===== src/sv/multi_channel_byte_fifo_bank_defines.svh =====
// assertion macros used by the byte fifo bank back end
`ifndef MULTI_CHANNEL_BYTE_FIFO_BANK_DEFINES_SVH
`define MULTI_CHANNEL_BYTE_FIFO_BANK_DEFINES_SVH

// condition holds in the same cycle as the trigger
`define MCFB_ASSERT_IMP(label, clk, rstn, ante, cons) \
    label: assert property (@(posedge clk) disable iff (!rstn) (ante) |-> (cons)) \
        else $error("mcfb assertion failed");

// condition holds in the cycle after the trigger
`define MCFB_ASSERT_NEXT(label, clk, rstn, ante, cons) \
    label: assert property (@(posedge clk) disable iff (!rstn) (ante) |=> (cons)) \
        else $error("mcfb assertion failed");

`endif


===== src/sv/mcfb_pkg.sv =====
// types and constants shared by the byte fifo bank modules
`default_nettype none

package mcfb_pkg;

    localparam int NUM_CHANNELS = 8;
    localparam int RX_DEPTH     = 256;
    localparam int TX_DEPTH     = 4096;

    localparam int OP_W       = 3;
    localparam int CH_FIELD_W = 4;
    localparam int BYTE_W     = 8;
    localparam int STATUS_W   = 2;
    localparam int RX_LVL_W   = 9;
    localparam int TX_LVL_W   = 13;

    localparam int CH_W      = (NUM_CHANNELS > 1) ? $clog2(NUM_CHANNELS) : 1;
    localparam int RX_PTR_W  = $clog2(RX_DEPTH);
    localparam int TX_PTR_W  = $clog2(TX_DEPTH);
    localparam int RX_FILL_W = $clog2(RX_DEPTH + 1);
    localparam int TX_FILL_W = $clog2(TX_DEPTH + 1);
    localparam int RX_ADDR_W = $clog2(NUM_CHANNELS * RX_DEPTH);
    localparam int TX_ADDR_W = $clog2(NUM_CHANNELS * TX_DEPTH);

    localparam int S_TDATA_W = 16;
    localparam int M_TDATA_W = 40;

    localparam int CMDQ_DEPTH = 2;
    localparam int CMDQ_IDX_W = (CMDQ_DEPTH > 1) ? $clog2(CMDQ_DEPTH) : 1;
    localparam int CMDQ_CNT_W = $clog2(CMDQ_DEPTH + 1);

    typedef enum logic [OP_W-1:0] {
        OP_PUSH_RX    = 3'd0,
        OP_PUSH_TX    = 3'd1,
        OP_PULL_RX    = 3'd2,
        OP_PULL_TX    = 3'd3,
        OP_CLEAR_RX   = 3'd4,
        OP_CLEAR_TX   = 3'd5,
        OP_CLEAR_BOTH = 3'd6,
        OP_NONE       = 3'd7
    } op_t;

    typedef enum logic [STATUS_W-1:0] {
        ST_OK          = 2'd0,
        ST_BAD_CHANNEL = 2'd1,
        ST_OVERFLOW    = 2'd2,
        ST_UNDERFLOW   = 2'd3
    } status_t;

    // decoded command as it travels from front to back
    typedef struct packed {
        logic              bad_ch;
        logic [CH_W-1:0]   ch;
        logic              push_rx;
        logic              push_tx;
        logic              pull_rx;
        logic              pull_tx;
        logic              clr_rx;
        logic              clr_tx;
        logic [BYTE_W-1:0] data;
    } cmd_t;

    typedef struct packed {
        status_t             status;
        logic                rx_empty;
        logic                rx_full;
        logic                tx_empty;
        logic                tx_full;
        logic [RX_LVL_W-1:0] rx_level;
        logic [TX_LVL_W-1:0] tx_level;
    } result_t;

endpackage

`default_nettype wire


===== src/sv/mcfb_front.sv =====
// front end: takes command words and decodes them into queue entries
`default_nettype none

module mcfb_front (
    input  wire logic [mcfb_pkg::S_TDATA_W-1:0] s_tdata,
    input  wire logic                           s_tvalid,
    output logic                                s_tready,
    output logic                                q_wr_valid,
    input  wire logic                           q_wr_ready,
    output mcfb_pkg::cmd_t                      q_wr_cmd
);
    import mcfb_pkg::*;

    op_t                   op_code;
    logic [CH_FIELD_W-1:0] channel;
    logic                  bad_ch;

    assign op_code = op_t'(s_tdata[OP_W-1:0]);
    assign channel = s_tdata[OP_W +: CH_FIELD_W];
    assign bad_ch  = ({1'b0, channel} >= (CH_FIELD_W + 1)'(NUM_CHANNELS));

    always_comb begin
        q_wr_cmd         = '0;
        q_wr_cmd.bad_ch  = bad_ch;
        q_wr_cmd.data    = s_tdata[OP_W + CH_FIELD_W +: BYTE_W];
        // an out-of-range channel never reaches the pointer file index
        q_wr_cmd.ch      = bad_ch ? '0 : channel[CH_W-1:0];
        unique case (op_code)
            OP_PUSH_RX: begin
                q_wr_cmd.push_rx = 1'b1;
            end
            OP_PUSH_TX: begin
                q_wr_cmd.push_tx = 1'b1;
            end
            OP_PULL_RX: begin
                q_wr_cmd.pull_rx = 1'b1;
            end
            OP_PULL_TX: begin
                q_wr_cmd.pull_tx = 1'b1;
            end
            OP_CLEAR_RX: begin
                q_wr_cmd.clr_rx = 1'b1;
            end
            OP_CLEAR_TX: begin
                q_wr_cmd.clr_tx = 1'b1;
            end
            OP_CLEAR_BOTH: begin
                q_wr_cmd.clr_rx = 1'b1;
                q_wr_cmd.clr_tx = 1'b1;
            end
            OP_NONE: begin
            end
        endcase
    end

    assign q_wr_valid = s_tvalid;
    assign s_tready   = q_wr_ready;

endmodule

`default_nettype wire


===== config.mk =====
export PLATFORM = sky130hd
export DESIGN_NAME = mcfb_front
export DESIGN_NICKNAME = d
export VERILOG_FILES = /design/src/sv/multi_channel_byte_fifo_bank_defines.svh /design/src/sv/mcfb_pkg.sv /design/src/sv/mcfb_front.sv
export SDC_FILE = /design/constraint.sdc
export NUM_CORES = 1
export LEC_CHECK = 0
export ABC_AREA = 0
export BUFFER_PORTS_ARGS = -buffer_cell sky130_fd_sc_hd__buf_2
export CAP_MARGIN = 15
export CORE_AREA = 2 2 39 41
export DETAILED_ROUTE_END_ITERATION = 12
export DIE_AREA = 0 0 41 43
export GPL_TIMING_DRIVEN = 1
export SLEW_MARGIN = 40
export SYNTH_ARGS = -nofsm -noshare
export SYNTH_HDL_FRONTEND = slang
export SYNTH_SLANG_ARGS = --single-unit

===== constraint.sdc =====
create_clock -name vclk -period 0.8
set_clock_uncertainty 0.1 [all_clocks]
set_input_delay 0.04 -clock vclk [all_inputs]
set_output_delay 0.04 -clock vclk [all_outputs]
set_load 0.02 [all_outputs]

; ---- After elaboration in Yosys (flattened, before gate mapping)
; Index checks and enable logic that the tools add are counted.
[totals]
regBits = 0
output_inout_bits = 20
[classes]
order_cmp = 1
n_eq_ne = 6
mux = 7
reduce_logical = 3
[op_table]
columns = operator, n
row1 = "== test 3 bit, second input constant", 3
row2 = "== test 3 x 2 -> 1 bit, second input constant", 2
row3 = two-way mux 1 bit, 6
row4 = "greater-or-equal comparator 4 bit, second input constant", 1
row5 = OR reduction 2 bit, 2
row6 = "== test 3 x 1 -> 1 bit, second input constant", 1
row7 = zero test 3 bit, 1
row8 = two-way mux 3 bit, 1

; ---- Logic depth before layout (Yosys ltp)
; Gate-level depths: netlist of the first run.
[logic_depth]
depth_word = 3
mapped_depth = 2
mapped_depth_nobuf = 2

; ---- Worst setup path after synthesis of the first run
; No wires, ideal clock.
[synth_path]
kind = input -> output
startpoint = input s_tdata[0] in the netlist's numbering
endpoint = output q_wr_cmd[11] in the netlist's numbering
arrival_ns = 0.567
t_required_ns = 0.660
slack_ns = 0.093
stages = 1
path_cell_list = nor3b_1
[synth_via]
elab_chain_len = 2
[synth_rtl]
columns = item, line
row1 = "start, declared", mcfb_front.sv:5  ; input wire logic [mcfb_pkg::S_TDATA_W-1:0] s_tdata,
row2 = == test 3 x 2 -> 1 bit, mcfb_front.sv:28  ; unique case (op_code)
row3 = two-way mux 1 bit, mcfb_front.sv:28
row4 = "end, declared", mcfb_front.sv:10  ; output mcfb_pkg::cmd_t q_wr_cmd
; Every way passes these cells.

==> results.ini, run 1 <==
[outcome]
outcome = finished, violations left
violations = hold timing

[setup_path]
cpMostUsedCell = buf_2
path_buf_inv = 2
crit_required_ns = 0.66
critPathKind = in2out
cpPeakStageDelay_ns = 0.15
worst_ep_arrival_time_ns = 0.61
cp_cell_sequence = buf_2, xor2_1, and2_1, buf_2
start_kind = primary input
cp-end-kind = primary output
cp_max_fo = 5
cp_slowest_cell = xor2_1
critical-path-top-delay-family = buffers and inverters

[cells_and_area]
fill_cells = 162
final-seq-area_um2 = 0
area_growth_pct = 11.9
drive_above_1_share = 0.667
n_antenna_cell = 0
clock_buffers = 0
finalNetCount = 47
stdcell_count = 43
nFlopsAndLatches = 0

[drt]
firstDrtPassIters = 1
viasPerCell = 3.53
drc = 0
drt_iter0_markers = 0
vias = 152
postRouteAntennaNets = 0
wl_um = 286
wire_per_inst_um = 6.65

[grt]
grt_max_degree = 7
grt_pass1_wl_um = 234
antenna_found_initial = 0
grt_usage = 0.0170
grt_pass1_vias = 64
overflow = 0

[clocking]
cts_setup_buffers = 0

[hold_path]
min_path_type = in2out

[yosys]
synth_cell_types = 9
avgSynthCellArea_um2 = 7.17
synthCells = 22
synth_warnings = 0
synth_nets = 40
yosysSeqAreaShare = 0
synth.cell_area_um2 = 158

[power_and_ir_drop]
p_per_area_nw_per_um2 = 579
leakagePower_nw = 0.105
irDropWorstVdd_v = 0.000109

[floorplan]
coreArea_um2 = 1380
ioPinCount = 38
start_util = 0.114
fp.dieArea_um2 = 1760
std_cell_rows = 14
die_x_um = 41
die_h_um = 43

[timing]
tightest_slew_ns = 0.146
slew_viol_final = 0
timing.final.hold_violations = 10
min_period_ns = 0.750
whs_ns = -0.0200
rsz0062_at_grt = false
setup_tns_ns = 0
setup_ws_ns = 0.0505
relSlewSlack = 0.902
setup_violations = 0
timing.fmax_ghz = 1.33
period_share = 0.937

[flow_run]
drv_cap = 0

[place]
dp_cells = 43
place_congestion = 0.508
io_buffer_count = 17
place_ws_ns = 0.0471
hpwl_um = 262

-- stage by stage --
stage	util	hold WS, ns	power, W	instance area [um^2]
global route	0.127	-0.0200	0.000112	176
finish	0.127	-0.0200	0.000102	176
CTS	0.127	-0.0199	0.000104	176
detailed placement	0.127	-0.0199	0.000103	176
floorplan	-	0.0581	0.000132	158
global placement	0.127	-0.0199	0.000102	176
-- timing repair --
item                                    CTS  global route
hold endpoints to repair                 10            10
endpoints found under the setup margin    0             0
gates resized for setup                   0             0
-- path summary, 6_finish.rpt --
path,from,endpoint,depth (start not counted)
max,s_tdata[1],q_wr_cmd[8],4
min,s_tvalid,q_wr_valid,0
-- where the power goes --
| group | total (W) | switching (W) | internal [W] |
|---|---|---|---|
| clock | 0 | 0 | 0 |
| combinational | 0.000102 | 0.0000590 | 0.0000431 |
| sequential | 0 | 0 | 0 |
-- final cells by class --
| type | instances | area (um^2) | share of cell area |
|---|---|---|---|
| multi-input cells | 10 | 71.3 | 0.404 |
| repair buffers | 17 | 85.1 | 0.482 |
| well taps | 16 | 20.0 | 0.113 |
-- synth_stat cells --
cell | n | share of area
nor3b_1 | 2 | 0.095
xor2_1 | 1 | 0.056
buf_4 | 11 | 0.52
nor3_1 | 1 | 0.032
and3b_2 | 1 | 0.063
clkbuf_1 | 1 | 0.024
nor2b_1 | 3 | 0.12
and2b_1 | 1 | 0.048
and2_1 | 1 | 0.040
-- placed cells by master (no fill, tap or decap), drive strengths merged --
master | synthesis | final
and2 | 1 | 1
and2b | 1 | 1
and3b | 1 | 1
buf | 11 | 17
nor2b | 3 | 3
nor3 | 1 | 1
nor3b | 2 | 2
xor2 | 1 | 1
-- cells by family (layout without fill, tap and decap cells) --
logic type,Yosys count,count (layout),share of synthesized area
XOR/XNOR,1,1,0.0556
buffers and inverters,12,17,0.548
AND/OR/NAND/NOR,9,9,0.397
-- metal layers --
metal / up-vias / global-route usage / share of wire
met5: - / 0 / 0
met4: 0 / 0 / 0
met3: 0 / 0 / 0.23
met2: 18 / 0.0344 / 0.45
met1: 66 / 0.0190 / 0.32
li1: 68 / - / -
No activity file was read; power rests on OpenSTA's default activity.
==> run 2, diff against run 1 <==
clock period = 0.9 ns   (was 0.8 ns; I/O delays follow)
==> results.ini, run 2 (synthesized netlist as in run 1, its figures left out) <==
[outcome]
outcome = finished, final reports clean

[timing]
min_period_ns = 0.841
tightest_slew_ns = 0.219
timing.fmax_ghz = 1.19
rsz0062_at_grt = false
setup_tns_ns = 0
period_share = 0.935
relSlewSlack = 0.854
timing.final.hold_violations = 0
setup_violations = 0
slew_viol_final = 0

[cells_and_area]
layout_commonest_cell = buf_2
finalNetCount = 57
clock_buffers = 0
final_cell_mix = buf_2 (17), dlygate4sd3_1 (10), nor2b_1 (3)
fin_area_um2 = 277
fill_cells = 162
n_antenna_cell = 0
nFlopsAndLatches = 0
final-seq-area_um2 = 0
drive_above_1_share = 0.486
area_growth_pct = 75.4

[drt]
drc = 0
drt_iter0_markers = 0
wire_per_inst_um = 6.85
wl_um = 363
firstDrtPassIters = 1
vias = 190
postRouteAntennaNets = 0
viasPerCell = 3.58

[grt]
antenna_found_initial = 0
grt_pass1_vias = 87
overflow = 0
grt_usage = 0.0230
grt_pass1_wl_um = 317
grt_max_degree = 7

[setup_path]
critical-path-top-delay-family = buffers and inverters
cpPeakStageDelay_ns = 0.65
cp_max_fo = 1
crit_required_ns = 0.75
critPathKind = in2out
cp-end-kind = primary output
path_buf_inv = 1
start_kind = primary input
cp_cell_sequence = dlygate4sd3_1
cp_slowest_cell = dlygate4sd3_1
worst_ep_arrival_time_ns = 0.70

[floorplan]
coreArea_um2 = 1380
die_x_um = 41
ioPinCount = 38
die_h_um = 43
std_cell_rows = 14
start_util = 0.114
fp.dieArea_um2 = 1760

[power_and_ir_drop]
p_sw_w = 0.0000897
totalPowerFinal_w = 0.000158
power.internal_w = 0.0000683
leakagePower_nw = 0.147
pwr-share-seq = 0
irDropWorstVdd_v = 0.000120
p_per_area_nw_per_um2 = 571
power_frac_clock = 0
p_sw_frac = 0.568
p_comb_frac = 1.000

[flow_run]
drv_cap = 0

[hold_path]
worstHoldStart = s_tdata[6]
min_path_type = in2out
min_path_cells = 2
min_to = q_wr_cmd[17]

[place]
placed_area_um2 = 176
place_congestion = 0.508
io_buffer_count = 17
hpwl_um = 262

[clocking]
cts_resized = 0

==> run 2: final cells by class <==
class | count | area [um^2] | area share
well taps | 16 | 20.0 | 0.0724
repair buffers | 27 | 185 | 0.670
multi-input cells | 10 | 71.3 | 0.258
==> run 2: worst max-delay path by stage <==
stage | start | cells past startpoint | endpoint | slack, ns
after detailed placement | s_tdata[1] | 4 | q_wr_cmd[8] | 0.14
after CTS | s_tdata[8] | 1 | q_wr_cmd[1] | 0.06
final | s_tdata[9] | 1 | q_wr_cmd[2] | 0.06
after global routing | s_tdata[7] | 1 | q_wr_cmd[0] | 0.03
after global placement | s_tdata[1] | 4 | q_wr_cmd[8] | 0.15
after floorplan | s_tdata[0] | 1 | q_wr_cmd[11] | 0.18
==> run 2: power by group through the flow <==
| stage | combinational, W | clock [W] | sequential [W] |
|---|---|---|---|
| after global placement | 0.0000906 | 0 | 0 |
| final | 0.000158 | 0 | 0 |
| after CTS | 0.000160 | 0 | 0 |
| after detailed placement | 0.0000920 | 0 | 0 |
| after global routing | 0.000170 | 0 | 0 |
| after floorplan | 0.000118 | 0 | 0 |
==> run 2: routing by layer <==
layer,GRT usage,part of all wire,vias up
met3,0,0.21,0
met1,0.0253,0.30,82
met2,0.0469,0.49,20
met5,0,0,-
met4,0,0,0
li1,-,-,88
==> run 2: timing repair <==
| action | CTS | global route |
|---|---|---|
| hold buffers | 10 | 0 |
| setup buffers | 0 | 0 |
| hold endpoints to repair | 10 | 0 |
==> run 2: through the flow <==
stage	instances	utilization	hold WS, ns	worst slack (ns)
after floorplan	22	-	0.0681	0.183
after global placement	43	0.127	-0.00986	0.145
after detailed placement	43	0.127	-0.00986	0.137
after CTS	53	0.200	0.268	0.0588
after global routing	53	0.200	0.273	0.0304
final	53	0.200	0.267	0.0587
