$ cat config.mk
export PLATFORM = sky130hd
export DESIGN_NAME = mcfb_cmd_queue
export DESIGN_NICKNAME = d
export VERILOG_FILES = /design/src/sv/multi_channel_byte_fifo_bank_defines.svh /design/src/sv/mcfb_pkg.sv /design/src/sv/mcfb_cmd_queue.sv
export SDC_FILE = /design/constraint.sdc
export NUM_CORES = 1
export LEC_CHECK = 0
export BUFFER_PORTS_ARGS = -buffer_cell sky130_fd_sc_hd__buf_4
export CAP_MARGIN = 10
export CORE_MARGIN = 1.5
export CORE_UTILIZATION = 30
export DETAILED_ROUTE_END_ITERATION = 12
export PLACE_DENSITY = 0.59
export SLEW_MARGIN = 10
export SYNTH_ARGS = -nofsm -noshare
export SYNTH_HDL_FRONTEND = slang
export SYNTH_SLANG_ARGS = --single-unit
$ cat constraint.sdc
create_clock -name aclk -period 3.64 [get_ports aclk]
set_input_delay 0.728 -clock aclk [delete_from_list [all_inputs] [get_ports aclk]]
set_output_delay 0.728 -clock aclk [all_outputs]
set_load 0.01 [all_outputs]
$ cat src/sv/multi_channel_byte_fifo_bank_defines.svh
// assertion macros used by the byte fifo bank back end
`ifndef MULTI_CHANNEL_BYTE_FIFO_BANK_DEFINES_SVH
`define MULTI_CHANNEL_BYTE_FIFO_BANK_DEFINES_SVH

// condition holds in the same cycle as the trigger
`define MCFB_ASSERT_IMP(label, clk, rstn, ante, cons) \
    label: assert property (@(posedge clk) disable iff (!rstn) (ante) |-> (cons)) \
        else $error("mcfb assertion failed");

// condition holds in the cycle after the trigger
`define MCFB_ASSERT_NEXT(label, clk, rstn, ante, cons) \
    label: assert property (@(posedge clk) disable iff (!rstn) (ante) |=> (cons)) \
        else $error("mcfb assertion failed");

`endif

$ cat src/sv/mcfb_pkg.sv
// types and constants shared by the byte fifo bank modules
`default_nettype none

package mcfb_pkg;

    localparam int NUM_CHANNELS = 8;
    localparam int RX_DEPTH     = 256;
    localparam int TX_DEPTH     = 4096;

    localparam int OP_W       = 3;
    localparam int CH_FIELD_W = 4;
    localparam int BYTE_W     = 8;
    localparam int STATUS_W   = 2;
    localparam int RX_LVL_W   = 9;
    localparam int TX_LVL_W   = 13;

    localparam int CH_W      = (NUM_CHANNELS > 1) ? $clog2(NUM_CHANNELS) : 1;
    localparam int RX_PTR_W  = $clog2(RX_DEPTH);
    localparam int TX_PTR_W  = $clog2(TX_DEPTH);
    localparam int RX_FILL_W = $clog2(RX_DEPTH + 1);
    localparam int TX_FILL_W = $clog2(TX_DEPTH + 1);
    localparam int RX_ADDR_W = $clog2(NUM_CHANNELS * RX_DEPTH);
    localparam int TX_ADDR_W = $clog2(NUM_CHANNELS * TX_DEPTH);

    localparam int S_TDATA_W = 16;
    localparam int M_TDATA_W = 40;

    localparam int CMDQ_DEPTH = 2;
    localparam int CMDQ_IDX_W = (CMDQ_DEPTH > 1) ? $clog2(CMDQ_DEPTH) : 1;
    localparam int CMDQ_CNT_W = $clog2(CMDQ_DEPTH + 1);

    typedef enum logic [OP_W-1:0] {
        OP_PUSH_RX    = 3'd0,
        OP_PUSH_TX    = 3'd1,
        OP_PULL_RX    = 3'd2,
        OP_PULL_TX    = 3'd3,
        OP_CLEAR_RX   = 3'd4,
        OP_CLEAR_TX   = 3'd5,
        OP_CLEAR_BOTH = 3'd6,
        OP_NONE       = 3'd7
    } op_t;

    typedef enum logic [STATUS_W-1:0] {
        ST_OK          = 2'd0,
        ST_BAD_CHANNEL = 2'd1,
        ST_OVERFLOW    = 2'd2,
        ST_UNDERFLOW   = 2'd3
    } status_t;

    // decoded command as it travels from front to back
    typedef struct packed {
        logic              bad_ch;
        logic [CH_W-1:0]   ch;
        logic              push_rx;
        logic              push_tx;
        logic              pull_rx;
        logic              pull_tx;
        logic              clr_rx;
        logic              clr_tx;
        logic [BYTE_W-1:0] data;
    } cmd_t;

    typedef struct packed {
        status_t             status;
        logic                rx_empty;
        logic                rx_full;
        logic                tx_empty;
        logic                tx_full;
        logic [RX_LVL_W-1:0] rx_level;
        logic [TX_LVL_W-1:0] tx_level;
    } result_t;

endpackage

`default_nettype wire

$ cat src/sv/mcfb_cmd_queue.sv
// short command queue between the decode front and the execute back
`default_nettype none

module mcfb_cmd_queue (
    input  wire logic aclk,
    input  wire logic aresetn,
    input  wire logic wr_valid,
    output logic      wr_ready,
    input  wire mcfb_pkg::cmd_t wr_cmd,
    output logic      rd_valid,
    input  wire logic rd_ready,
    output mcfb_pkg::cmd_t rd_cmd
);
    import mcfb_pkg::*;

    cmd_t                  entry_reg [CMDQ_DEPTH];
    logic [CMDQ_IDX_W-1:0] wr_idx_reg, wr_idx_next;
    logic [CMDQ_IDX_W-1:0] rd_idx_reg, rd_idx_next;
    logic [CMDQ_CNT_W-1:0] count_reg, count_next;
    logic                  do_wr;
    logic                  do_rd;

    function automatic logic [CMDQ_IDX_W-1:0] idx_bump(input logic [CMDQ_IDX_W-1:0] idx);
        return (idx == CMDQ_IDX_W'(CMDQ_DEPTH - 1)) ? '0 : CMDQ_IDX_W'(idx + 1'b1);
    endfunction

    assign wr_ready = (count_reg != CMDQ_CNT_W'(CMDQ_DEPTH));
    assign rd_valid = (count_reg != '0);
    assign rd_cmd   = entry_reg[rd_idx_reg];
    assign do_wr    = wr_valid && wr_ready;
    assign do_rd    = rd_valid && rd_ready;

    always_comb begin
        wr_idx_next = do_wr ? idx_bump(wr_idx_reg) : wr_idx_reg;
        rd_idx_next = do_rd ? idx_bump(rd_idx_reg) : rd_idx_reg;
        count_next  = count_reg;
        if (do_wr && !do_rd) begin
            count_next = CMDQ_CNT_W'(count_reg + 1'b1);
        end else if (do_rd && !do_wr) begin
            count_next = CMDQ_CNT_W'(count_reg - 1'b1);
        end
    end

    always_ff @(posedge aclk) begin
        if (!aresetn) begin
            wr_idx_reg <= '0;
            rd_idx_reg <= '0;
            count_reg  <= '0;
        end else begin
            wr_idx_reg <= wr_idx_next;
            rd_idx_reg <= rd_idx_next;
            count_reg  <= count_next;
        end
    end

    always_ff @(posedge aclk) begin
        if (do_wr) begin
            entry_reg[wr_idx_reg] <= wr_cmd;
        end
    end

endmodule

`default_nettype wire

# ---- Word-level counts from Yosys, hierarchy flattened
# Memories as Yosys holds them, arrays and structs flattened. A register that Yosys moved wholly into a read port is not among the register bits.
# Index checks and enable logic that the tools add are counted.
dict set report totals {
  register_bits 4
  latch_bits 0
  mem_bits_rw 36
  mem_bits_ro 0
  in_bits 22
  output_inout_bits 20
  word_cells 25
  mem_count 1
}
# memory depth word_bits rd rd_clocked_by_memory_dff wr line
set mem_list {}
lappend mem_list {entry_reg 2 18 1 1 1 mcfb_cmd_queue.sv:16} ;# cmd_t entry_reg [CMDQ_DEPTH];
dict set report classes {
  addsub 4
  mul 0
  div 0
  n_lt_le_gt_ge 0
  n_eq_ne 1
  shifts 0
  n_mux 8
  bitwise_logic 0
  n_reduce_logical 8
}
# cell count
set ops {}
lappend ops {{1-bit 2-to-1 mux} 6}
lappend ops {{1-bit logical AND} 4}
lappend ops {{2-bit 2-to-1 mux} 2}
lappend ops {{2-bit nonzero test} 2}
lappend ops {{1-bit adder, second input constant} 2}
lappend ops {{2-bit by 1-bit adder with 2-bit output, second input constant} 1}
lappend ops {{1-bit logical NOT} 2}
lappend ops {{2-bit != test, second input constant} 1}
lappend ops {{2-bit by 1-bit subtractor with 2-bit output, second input constant} 1}

# ---- Depth between registers and ports, before layout
# Gate-level depths: netlist (run 1).
dict set report logic_depth {
  depth_word 6
  depth_mapped 6
}

# ---- Worst setup path before layout (run 1)
# No wires, ideal clock.
dict set report synth_timing {
  path_kind {register to output}
  startpoint {reg with a tool-made name}
  endpoint {out rd_cmd[10] in the netlist's numbering}
  arrival_time_ps 1014
  required_time_ps 2912
  path_slack_ps 1898
  stages_incl_launch_ff 4
  path_cell_list {dfxtp_1 -> buf_2 -> buf_4 -> mux2_2}
}
# element line
set synth_lines {}
lappend synth_lines {{end, declared} mcfb_cmd_queue.sv:12} ;# output mcfb_pkg::cmd_t rd_cmd

==> metrics.log, run 1 <==
INFO  metric number_of_antenna_violations_at_the_first_check_in_global_routing = 0
INFO  metric final.setup.worst_slack = around 1.2 ns
INFO  metric critical_path.max_stage_delay = about 0.85 ns
INFO  metric synth.yosys.warnings = 0
INFO  metric grt_first_pass_wirelength = 3940 um
INFO  metric die_x = 74.6 um
INFO  metric critical-path-top-delay-family = flip-flops
INFO  metric r2r_cells = 2
INFO  metric dominant_synthesized_flop_cell = sky130_fd_sc_hd__edfxtp_1
INFO  metric via_count = 808
INFO  metric placed_cell_area = 1920 sq um
INFO  metric routed_via_density = 4.19
INFO  metric numPlacedInstances = 186
INFO  metric max_ffs_per_register = 36
INFO  metric start_util = 0.319
INFO  metric outcome = complete, no violations
INFO  metric dp_hpwl = 1750 um
INFO  metric tritoncts = done
INFO  metric post_route_cells_drive_above_1_share = 0.532
INFO  metric layout_common_cells = 41 x sky130_fd_sc_hd__buf_4, 36 x sky130_fd_sc_hd__edfxtp_1, 18 x sky130_fd_sc_hd__mux2_2
INFO  metric die_h = 74.6 um
INFO  metric worstPathBufferInverterCount = 1
INFO  metric mappedNetlistArea = 1540 sq um
INFO  metric power_per_cell_area = 644 nW/um^2
INFO  metric io_pins = 42
INFO  metric cts_setup_buffers = 0
INFO  metric max_clock_freq = 414 MHz
INFO  metric synth_area_leaders = sky130_fd_sc_hd__edfxtp_1 70%, sky130_fd_sc_hd__mux2_2 13%, sky130_fd_sc_hd__dfxtp_1 6.5%, sky130_fd_sc_hd__and2_1 1.6%, sky130_fd_sc_hd__xnor2_1 1.1%
INFO  metric dpl_worst_slack = approximately 1.5 ns
INFO  metric slew_violations = 0
INFO  metric yosysTopAreaCell = sky130_fd_sc_hd__edfxtp_1
INFO  metric clock_skew_after_layout = 0.00327 ns
INFO  metric gr-total-overflow = 0
INFO  metric diodes = 0
INFO  metric async_reset_ff_frac = 0
INFO  metric unrepaired_setup_endpoints_after_global_routing = no
INFO  metric total_leakage_power = 0.742 nW
INFO  metric route.antenna.remaining_nets = 0
INFO  metric worstHoldEndpoint = wr_idx_reg
INFO  metric synth_fp_nets = slightly above 100
INFO  metric clock_path_buffers = 2
INFO  metric area.growth.synth_to_final = 29.6%
INFO  metric clockRootBuffer = sky130_fd_sc_hd__clkbuf_8
INFO  metric number_of_global_route_vias_before_repair = between 800 and 900
INFO  metric layout_worst_path_cycle_share = 0.664
INFO  metric hold_violations = 0
INFO  metric largest_net_degree_at_the_start_of_global_routing = 19
INFO  metric syn-instance-count = 80
INFO  metric cts_resized = 0
INFO  metric fillCellCount = 461
INFO  metric worst-r2r-setup-slack = 1.93 ns
INFO  metric nets = 149
INFO  metric timing_worst_setup_path_type = flop to output pin
INFO  metric cts_hold_buf = 0
INFO  metric critical_path.startpoint_type = flop
INFO  metric postSynthAreaPerCell = ~19 sq um
INFO  metric path_cells = mux2_2 > buf_4
INFO  metric port-buffer-count = 41
INFO  metric layout.cells.most_common = sky130_fd_sc_hd__buf_4
INFO  metric core_area = 4820 sq um
INFO  metric number_of_cts_inserted_buffers = 5
INFO  metric yosys_register_bits = 41
INFO  metric measured_slew_at_the_worst_slew_check_pin = between 0.8 and 0.9 ns
INFO  metric power.ir.vdd_worst = 347 uV
INFO  metric critPathMaxFanout = 18
INFO  metric worst_ep_required_time = 2.91 ns
INFO  metric drc_errors = 0
INFO  metric maxCapViolations = 0
INFO  metric min-delay-path-class = flop to flop
INFO  metric cts-htree-levels = 2
INFO  metric cts_num_sinks = between 40 and 50
INFO  metric seq_area_frac_synth = 0.767
INFO  metric wl_per_cell = 13.7 um
INFO  metric worstHoldPathCells = 2
INFO  metric min-delay-start = wr_idx_reg
INFO  metric wire_length_after_detailed_routing = 2640 um
INFO  metric num_rows = 25
INFO  metric insertion_delay = 0.28 ns
INFO  metric final_tns_setup = 0 ns
INFO  metric track_usage = 0.103
INFO  metric cts.reportedPaths.clkPinSlew = 0.07 ns
INFO  metric min_hold_slack = 0.573 ns
INFO  metric final_util = 0.414
INFO  metric final_cells = 193
INFO  metric fin_area = roughly 2000 sq um
INFO  metric final_number_of_setup_violating_endpoints = 0
INFO  metric synth_top_area_frac = 0.702
INFO  metric finalWorstPathRequiredPeriod = between 2 and 2.5 ns
INFO  metric worst-endpoint-arrival = 1.69 ns
INFO  metric post_synth_num_cell_types = 20
INFO  metric regToRegStartpoint = count_reg[0]
INFO  metric worst_path_max_delay_cell = sky130_fd_sc_hd__dfxtp_1
INFO  metric die_area = 5570 sq um
INFO  metric design_power_total = 1.28 mW
INFO  metric dr.pass1.iters = 4
INFO  metric worst_setup_path_end_kind = output pin
INFO  metric headroom_to_the_max_slew_limit = 0.419
INFO  metric gp_congestion = 0.620
INFO  metric critical_path.reg2reg.endpoint = entry_reg[1][2]
INFO  metric drt-initial-drc-count = 44
INFO  metric synth_edf_count = 36
[synthesized netlist by cell type, types with 2 or more instances]
library cell	count
sky130_fd_sc_hd__edfxtp_1	36
sky130_fd_sc_hd__mux2_2	18
sky130_fd_sc_hd__dfxtp_1	5
sky130_fd_sc_hd__xnor2_1	2
sky130_fd_sc_hd__and2_1	4
[metal layers]
layer	vias up	part of all wire	wire, um	GRT usage
met3	5	0.052	138	0.0576
li1	392	-	-	-
met5	-	0	0	0
met1	386	0.43	1120	0.120
met2	25	0.51	1340	0.162
met4	0	0.014	38	0.0364
[worst max-delay path by stage]
stage	end	slack (ns)	depth (start not counted)
2_1_floorplan	rd_cmd[10]	1.90	3
3_3_place_gp	rd_cmd[17]	1.48	2
3_5_place_dp	rd_cmd[6]	1.46	2
4_1_cts	rd_cmd[6]	1.15	2
5_1_grt	rd_cmd[0]	1.05	2
6_report	rd_cmd[11]	1.22	2
[final cells by class]
type | instances | area [sq um] | area share
Inverter | 1 | 3.75 | 0.00188
Multi-Input combinational cell | 36 | 342 | 0.171
Timing Repair Buffer | 41 | 308 | 0.154
Sequential cell | 41 | 1180 | 0.592
Clock buffer | 6 | 72.6 | 0.0364
Tap cell | 67 | 83.8 | 0.0420
Clock inverter | 1 | 3.75 | 0.00188
[tightest hold or removal path, cell delays in order (launching register included)]
cell	delay, ns
sky130_fd_sc_hd__dfxtp_1	0.33
sky130_fd_sc_hd__nand3b_1	0.12
sky130_fd_sc_hd__a21boi_0	0.07
[logic make-up (layout without fill, tap and decap cells)]
group / after synthesis / after routing / synth area share
and+or+nand+nor: 9 / 9 / 0.0423
muxes: 18 / 18 / 0.132
buffers and inverters: 3 / 49 / 0.0106
DFF: 41 / 41 / 0.767
adders and majority gates: 1 / 1 / 0.00813
AOI/OAI and AO/OA: 5 / 5 / 0.0228
xor gates and xnor gates: 3 / 3 / 0.0171
[power by group]
group | switching, mW | internal [mW] | total [mW]
sequential | 0.0534 | 0.592 | 0.646
combinational | 0.152 | 0.216 | 0.368
clock | 0.141 | 0.129 | 0.270
total | 0.346 | 0.938 | 1.28
(Power assumes the default switching activity.)
==> run 2, diff against run 1 <==
==> constraint.sdc (replaced) <==
create_clock -name aclk -period 2.36 [get_ports aclk]
set_input_delay 0.472 -clock aclk [delete_from_list [all_inputs] [get_ports aclk]]
set_output_delay 0.472 -clock aclk [all_outputs]
set_load 0.01 [all_outputs]
==> run 2 against run 1 <==
Sequential cell count stayed put. Wire length shrank 2.8%. Critical endpoint unchanged. Setup slack worse by 0.79 ns. Combinational power is 65% higher. Critical path depth up 1. Clock skew about the same. Highest routed layer unchanged. Count of clock-buffer cells in the layout grew 2.
==> metrics.log, run 2 (synthesis results as in run 1) <==
INFO  metric clock_skew_after_layout = 0.00371 ns (+0.000446 ns)
INFO  metric die_x = 74.6 um (unchanged)
INFO  metric wl_per_cell = 13.1 um (-4.3%)
INFO  metric cts.reportedPaths.clkPinSlew = 0.07 ns (about the same)
INFO  metric post_route_cells_drive_above_1_share = 0.543 (+0.0109)
INFO  metric drc_errors = 0 (unchanged)
INFO  metric dp_hpwl = 1810 um (+3.9%)
INFO  metric worst-endpoint-arrival = 1.45 ns (-0.24 ns)
INFO  metric fillCellCount = 462 (+0.22%)
INFO  metric critPathMaxFanout = 15 (-3)
INFO  metric clock_path_buffers = 2 (unchanged)
INFO  metric layout.area.seq = 1180 sq um (unchanged)
INFO  metric maxCapViolations = 0 (unchanged)
INFO  metric die_area = 5570 sq um (unchanged)
INFO  metric regToRegStartpoint = count_reg[0]
INFO  metric critical_path.reg2reg.endpoint = entry_reg[0][17]
INFO  metric worst_setup_path_end_kind = output pin
INFO  metric worstHoldEndpoint = entry_reg[1][7]
INFO  metric via_count = 825 (+2.1%)
INFO  metric worst-r2r-setup-slack = 0.74 ns (-1.19 ns)
INFO  metric cts_setup_buffers = 0 (unchanged)
INFO  metric final_util = 0.420 (+0.00597)
INFO  metric clockRootBuffer = sky130_fd_sc_hd__clkbuf_8
INFO  metric core_area = 4820 sq um (unchanged)
INFO  metric routed_via_density = 4.21 (+0.54%)
INFO  metric num_rows = 25 (unchanged)
INFO  metric layout_common_cells = 43 x sky130_fd_sc_hd__buf_4, 36 x sky130_fd_sc_hd__edfxtp_1, 18 x sky130_fd_sc_hd__mux2_2
INFO  metric min-delay-start = wr_cmd[7]
INFO  metric gr-total-overflow = 0 (unchanged)
INFO  metric finalWorstPathRequiredPeriod = 1.93 ns
INFO  metric hold_violations = 0 (unchanged)
INFO  metric cts_resized = 0 (unchanged)
INFO  metric layout.cells.most_common = sky130_fd_sc_hd__buf_4
INFO  metric insertion_delay = 0.28 ns (about the same)
INFO  metric measured_slew_at_the_worst_slew_check_pin = 0.751 ns (-0.120 ns)
INFO  metric unrepaired_setup_endpoints_after_global_routing = no
INFO  metric die_h = 74.6 um (unchanged)
INFO  metric worstHoldPathCells = 1 (-1)
INFO  metric grt_first_pass_wirelength = 3970 um (+0.89%)
INFO  metric power_per_cell_area = 998 nW/um^2 (+55%)
INFO  metric outcome = complete, no violations
INFO  metric area.growth.synth_to_final = 31.5%
INFO  metric nets = 151 (+1.3%)
INFO  metric headroom_to_the_max_slew_limit = 0.499 (+0.0794)
INFO  metric critical_path.startpoint_type = flop
INFO  metric port-buffer-count = 41 (unchanged)
INFO  metric wire_length_after_detailed_routing = 2560 um (-2.8%)
INFO  metric multi_input_area = 342 sq um (unchanged)
INFO  metric slew_violations = 0 (unchanged)
INFO  metric layout_worst_path_cycle_share = 0.816
INFO  metric total_leakage_power = 0.760 nW (+2.3%)
INFO  metric largest_net_degree_at_the_start_of_global_routing = 19 (unchanged)
INFO  metric start_util = 0.319 (unchanged)
INFO  metric gp_congestion = 0.642 (+3.7%)
INFO  metric cts-htree-levels = 2 (unchanged)
INFO  metric number_of_global_route_vias_before_repair = 859 (+3.0%)
INFO  metric timing_worst_setup_path_type = flop to output pin
INFO  metric route.antenna.remaining_nets = 0 (unchanged)
INFO  metric cts_num_sinks = 41 (unchanged)
INFO  metric number_of_antenna_violations_at_the_first_check_in_global_routing = 0 (unchanged)
INFO  metric dr.pass1.iters = 4 (unchanged)
INFO  metric final_tns_setup = 0 ns (unchanged)
INFO  metric final_number_of_setup_violating_endpoints = 0 (unchanged)
INFO  metric tritoncts = done
INFO  metric cts_hold_buf = 0 (unchanged)
INFO  metric drt-initial-drc-count = 55 (+25%)
INFO  metric r2r_cells = 3 (+1)
INFO  metric track_usage = 0.103 (-0.000276)
INFO  metric power.ir.vdd_worst = 385 uV (+11%)
INFO  metric io_pins = 42 (unchanged)
INFO  metric max_clock_freq = 519 MHz
INFO  metric number_of_cts_inserted_buffers = 5 (unchanged)
INFO  metric max_ffs_per_register = 36 (unchanged)
INFO  metric worst_ep_required_time = 1.89 ns (-1.02 ns)
INFO  metric diodes = 0 (unchanged)
INFO  metric min-delay-path-class = input port to flop
-- run 2: cell count changes in the layout (fill, tap and decap cells not counted), sizes merged --
cell / delta
buf: +2
clkbuf: +2
clkinv: -1
-- run 2: area by class of cell --
cell class | instances | area share
multi-input combinational | 36 | 0.169
clock buffer | 8 | 0.0445
inverter | 1 | 0.00186
tap | 67 | 0.0414
timing repair buffer | 43 | 0.160
sequential | 41 | 0.584
-- run 2: worst max-delay path, cell delays in order, from the launching register on --
cell and delay [ns]:
sky130_fd_sc_hd__dfxtp_1 0.39, sky130_fd_sc_hd__buf_4 0.26, sky130_fd_sc_hd__mux2_2 0.37, sky130_fd_sc_hd__buf_4 0.14
-- run 2: worst max path at each step --
| stage | depth (start not counted) | slack, ns | end |
|---|---|---|---|
| after floorplan | 5 | 0.86 | count_reg[1] |
| after global placement | 3 | 0.73 | entry_reg[1][9] |
| after detailed placement | 3 | 0.71 | entry_reg[0][4] |
| after CTS | 3 | 0.39 | rd_cmd[11] |
| after global routing | 3 | 0.32 | rd_cmd[11] |
| final | 3 | 0.43 | rd_cmd[11] |
-- run 2: metal layers --
layer,global-route usage,part of all wire
met1,0.125,0.42
met2,0.156,0.50
met3,0.0576,0.067
met4,0.0364,0.013
met5,0,0
-- run 2: through the flow --
step / hold slack [ns] / power, mW / instances / setup WS, ns / area (sq um)
final: 0.370 / 2.02 / 196 / 0.434 / 2020
after global routing: 0.340 / 2.15 / 196 / 0.318 / 2020
after global placement: 0.530 / 1.58 / 188 / 0.732 / 1930
after floorplan: 0.512 / 1.33 / 80 / 0.860 / 1540
after detailed placement: 0.542 / 1.60 / 188 / 0.705 / 1930
after CTS: 0.359 / 2.06 / 196 / 0.394 / 2020
-- run 2: power by group --
part           internal (mW)  switching [mW]
combinational          0.342           0.266
clock                  0.238           0.212
sequential             0.913          0.0469
total                   1.49           0.525
==> run 3, diff against run 2 <==
==> constraint.sdc (replaced) <==
create_clock -name aclk -period 1.9 [get_ports aclk]
set_input_delay 0.38 -clock aclk [delete_from_list [all_inputs] [get_ports aclk]]
set_output_delay 0.38 -clock aclk [all_outputs]
set_load 0.01 [all_outputs]
==> run 3 against run 2 <==
Count of clock-buffer cells in the layout shrank 3. Final area increased by 2.4%. Highest routed layer unchanged. Clock skew increased by 0.0034 ns. Critical path type unchanged. Non-clock buffer count increased by 2. Critical endpoint is now rd_cmd[17]. Sequential power increased by 25%. Utilization is 0.99 points higher.
==> metrics.log, run 3 (synthesis results as in run 1) <==
INFO  metric cts_hold_buf = 0 (unchanged)
INFO  metric worst-r2r-setup-slack = 0.29 ns (-0.45 ns)
INFO  metric final_number_of_setup_violating_endpoints = 0 (unchanged)
INFO  metric r2r_cells = 5 (+2)
INFO  metric total_leakage_power = 0.779 nW (+2.6%)
INFO  metric drt-met1-wl = 1170 um (+9.4%)
INFO  metric drt-initial-drc-count = 20 (-64%)
INFO  metric outcome = complete, no violations
INFO  metric worstHoldEndpoint = entry_reg[0][12]
INFO  metric grt_first_pass_wirelength = 3950 um (-0.70%)
INFO  metric drc_errors = 0 (unchanged)
INFO  metric fillCellCount = 462 (unchanged)
INFO  metric number_of_cts_inserted_buffers = 5 (unchanged)
INFO  metric track_usage = 0.0999 (-0.00320)
INFO  metric post_route_cells_drive_above_1_share = 0.557 (+0.0146)
INFO  metric measured_slew_at_the_worst_slew_check_pin = 0.260 ns (-0.491 ns)
INFO  metric worst_ep_required_time = 1.52 ns (-0.37 ns)
INFO  metric cts_setup_buffers = 0 (unchanged)
INFO  metric routed_via_density = 4.05 (-3.9%)
INFO  metric path_cells = buf_12 > mux2_2 > buf_4
INFO  metric num_rows = 25 (unchanged)
INFO  metric critical_path.reg2reg.endpoint = count_reg[1]
INFO  metric via_count = 801 (-2.9%)
INFO  metric finalWorstPathRequiredPeriod = 1.78 ns
INFO  metric layout.cells.most_common = sky130_fd_sc_hd__buf_4
INFO  metric power.ir.vdd_worst = 688 uV (+79%)
INFO  metric timing_worst_setup_path_type = flop to output pin
INFO  metric worstHoldPathCells = 1 (unchanged)
INFO  metric min-delay-path-class = input port to flop
INFO  metric cts-htree-levels = 2 (unchanged)
INFO  metric worst_path_max_delay_cell = sky130_fd_sc_hd__dfxtp_1
INFO  metric clockRootBuffer = sky130_fd_sc_hd__clkbuf_8
INFO  metric min-delay-start = wr_cmd[12]
INFO  metric port-buffer-count = 41 (unchanged)
INFO  metric wl_per_cell = 13.0 um (-0.70%)
INFO  metric nets = 153 (+1.3%)
INFO  metric number_of_global_route_vias_before_repair = 859 (unchanged)
INFO  metric hold_violations = 0 (unchanged)
INFO  metric final_cells = 198 (+1.0%)
INFO  metric dr.max_layer_used = met4
INFO  metric route.antenna.remaining_nets = 0 (unchanged)
INFO  metric gr-total-overflow = 0 (unchanged)
INFO  metric maxCapViolations = 0 (unchanged)
INFO  metric clock_skew_after_layout = 0.00707 ns (+0.00336 ns)
INFO  metric insertion_delay = 0.28 ns (about the same)
INFO  metric power_per_cell_area = 1280 nW/um^2 (+29%)
INFO  metric numPlacedInstances = 190 (+1.1%)
INFO  metric unrepaired_setup_endpoints_after_global_routing = no
INFO  metric layout_common_cells = 44 x sky130_fd_sc_hd__buf_4, 36 x sky130_fd_sc_hd__edfxtp_1, 18 x sky130_fd_sc_hd__mux2_2
INFO  metric final_tns_setup = 0 ns (unchanged)
INFO  metric slew_violations = 0 (unchanged)
INFO  metric cts.reportedPaths.clkPinSlew = 0.08 ns (about the same)
INFO  metric headroom_to_the_max_slew_limit = 0.827 (+0.328)
INFO  metric critPathMaxFanout = 15 (unchanged)
INFO  metric cts_resized = 0 (unchanged)
INFO  metric clock_path_buffers = 2 (unchanged)
INFO  metric wire_length_after_detailed_routing = 2570 um (+0.31%)
INFO  metric die_h = 74.6 um (unchanged)
INFO  metric worst_setup_path_end_kind = output pin
INFO  metric worst-endpoint-arrival = 1.40 ns (-0.05 ns)
INFO  metric largest_net_degree_at_the_start_of_global_routing = 19 (unchanged)
INFO  metric gp_congestion = 0.677 (+5.4%)
INFO  metric die_area = 5570 sq um (unchanged)
INFO  metric core_area = 4820 sq um (unchanged)
INFO  metric max_ffs_per_register = 36 (unchanged)
INFO  metric area.growth.synth_to_final = 34.6%
INFO  metric tritoncts = done
INFO  metric number_of_antenna_violations_at_the_first_check_in_global_routing = 0 (unchanged)
INFO  metric cts_num_sinks = 41 (unchanged)
INFO  metric dp_hpwl = 1830 um (+0.94%)
INFO  metric critical_path.max_stage_delay = 0.44 ns (+0.05 ns)
INFO  metric regToRegStartpoint = count_reg[0]
INFO  metric layout_worst_path_cycle_share = 0.936
INFO  metric critical_path.startpoint_type = flop
INFO  metric io_pins = 42 (unchanged)
INFO  metric met3WireLength = 144 um (-16%)
INFO  metric diodes = 0 (unchanged)
INFO  metric design_power_total = 2.66 mW (+32%)
INFO  metric max_clock_freq = 562 MHz
INFO  metric dr.pass1.iters = 4 (unchanged)
INFO  metric start_util = 0.319 (unchanged)
INFO  metric wl_met2 = 1220 um (-4.8%)
INFO  metric die_x = 74.6 um (unchanged)
run 3: changes by cell type in the layout (fill, tap and decap cells not counted):
cell / delta
sky130_fd_sc_hd__buf_4: +1
sky130_fd_sc_hd__clkinv_1: +1
sky130_fd_sc_hd__clkinvlp_4: +1
sky130_fd_sc_hd__clkbuf_1: -2
sky130_fd_sc_hd__buf_12: +1
sky130_fd_sc_hd__bufinv_16: +1
sky130_fd_sc_hd__clkbuf_8: -1
run 3: through the flow:
step	cell area (sq um)	worst slack, ns	hold WS [ns]	utilization
6_report	2070	0.121	0.277	0.430
5_1_grt	2070	0.0548	0.258	0.430
4_1_cts	2070	0.103	0.266	0.430
3_5_place_dp	1960	0.325	0.550	0.407
3_3_place_gp	1960	0.408	0.524	0.407
2_1_floorplan	1540	0.400	0.479	-
run 3: power breakdown:
part,switching (mW),leakage (nW),internal (mW),total (mW)
Combinational,0.342,0.350,0.458,0.801
Sequential,0.0635,0.377,1.13,1.20
Clock,0.278,0.0518,0.386,0.664
Total,0.684,0.779,1.98,2.66
run 3: how the worst max path moves through the flow:
stage                 startpoint      endpoint  slack, ns
floorplan           count_reg[0]  count_reg[1]       0.40
global placement    count_reg[0]  count_reg[1]       0.41
detailed placement  count_reg[0]  count_reg[1]       0.32
CTS                         flop    rd_cmd[17]       0.10
global route                flop    rd_cmd[17]       0.05
finish                      flop    rd_cmd[17]       0.12
run 3: area by class of cell:
cell class / instances / area (sq um) / area share
Clock inverter: 3 / 41.3 / 0.0199
Timing Repair Buffer: 45 / 350 / 0.169
Tap cell: 67 / 83.8 / 0.0405
Multi-Input combinational cell: 36 / 342 / 0.165
Sequential cell: 41 / 1180 / 0.570
Clock buffer: 5 / 68.8 / 0.0332
Inverter: 1 / 3.75 / 0.00181
run 3: layer usage:
metal | track usage | vias to the layer above
li1 | - | 402
met1 | 0.128 | 371
met2 | 0.150 | 24
met3 | 0.0415 | 4
met4 | 0.0424 | 0
met5 | 0 | -
run 3: critical path, delay by kind of cell (launching register included):
kind	cells	cell delay, ns
multiplexers	1	0.35
buffers and inverters	2	0.32
flip-flops	1	0.44
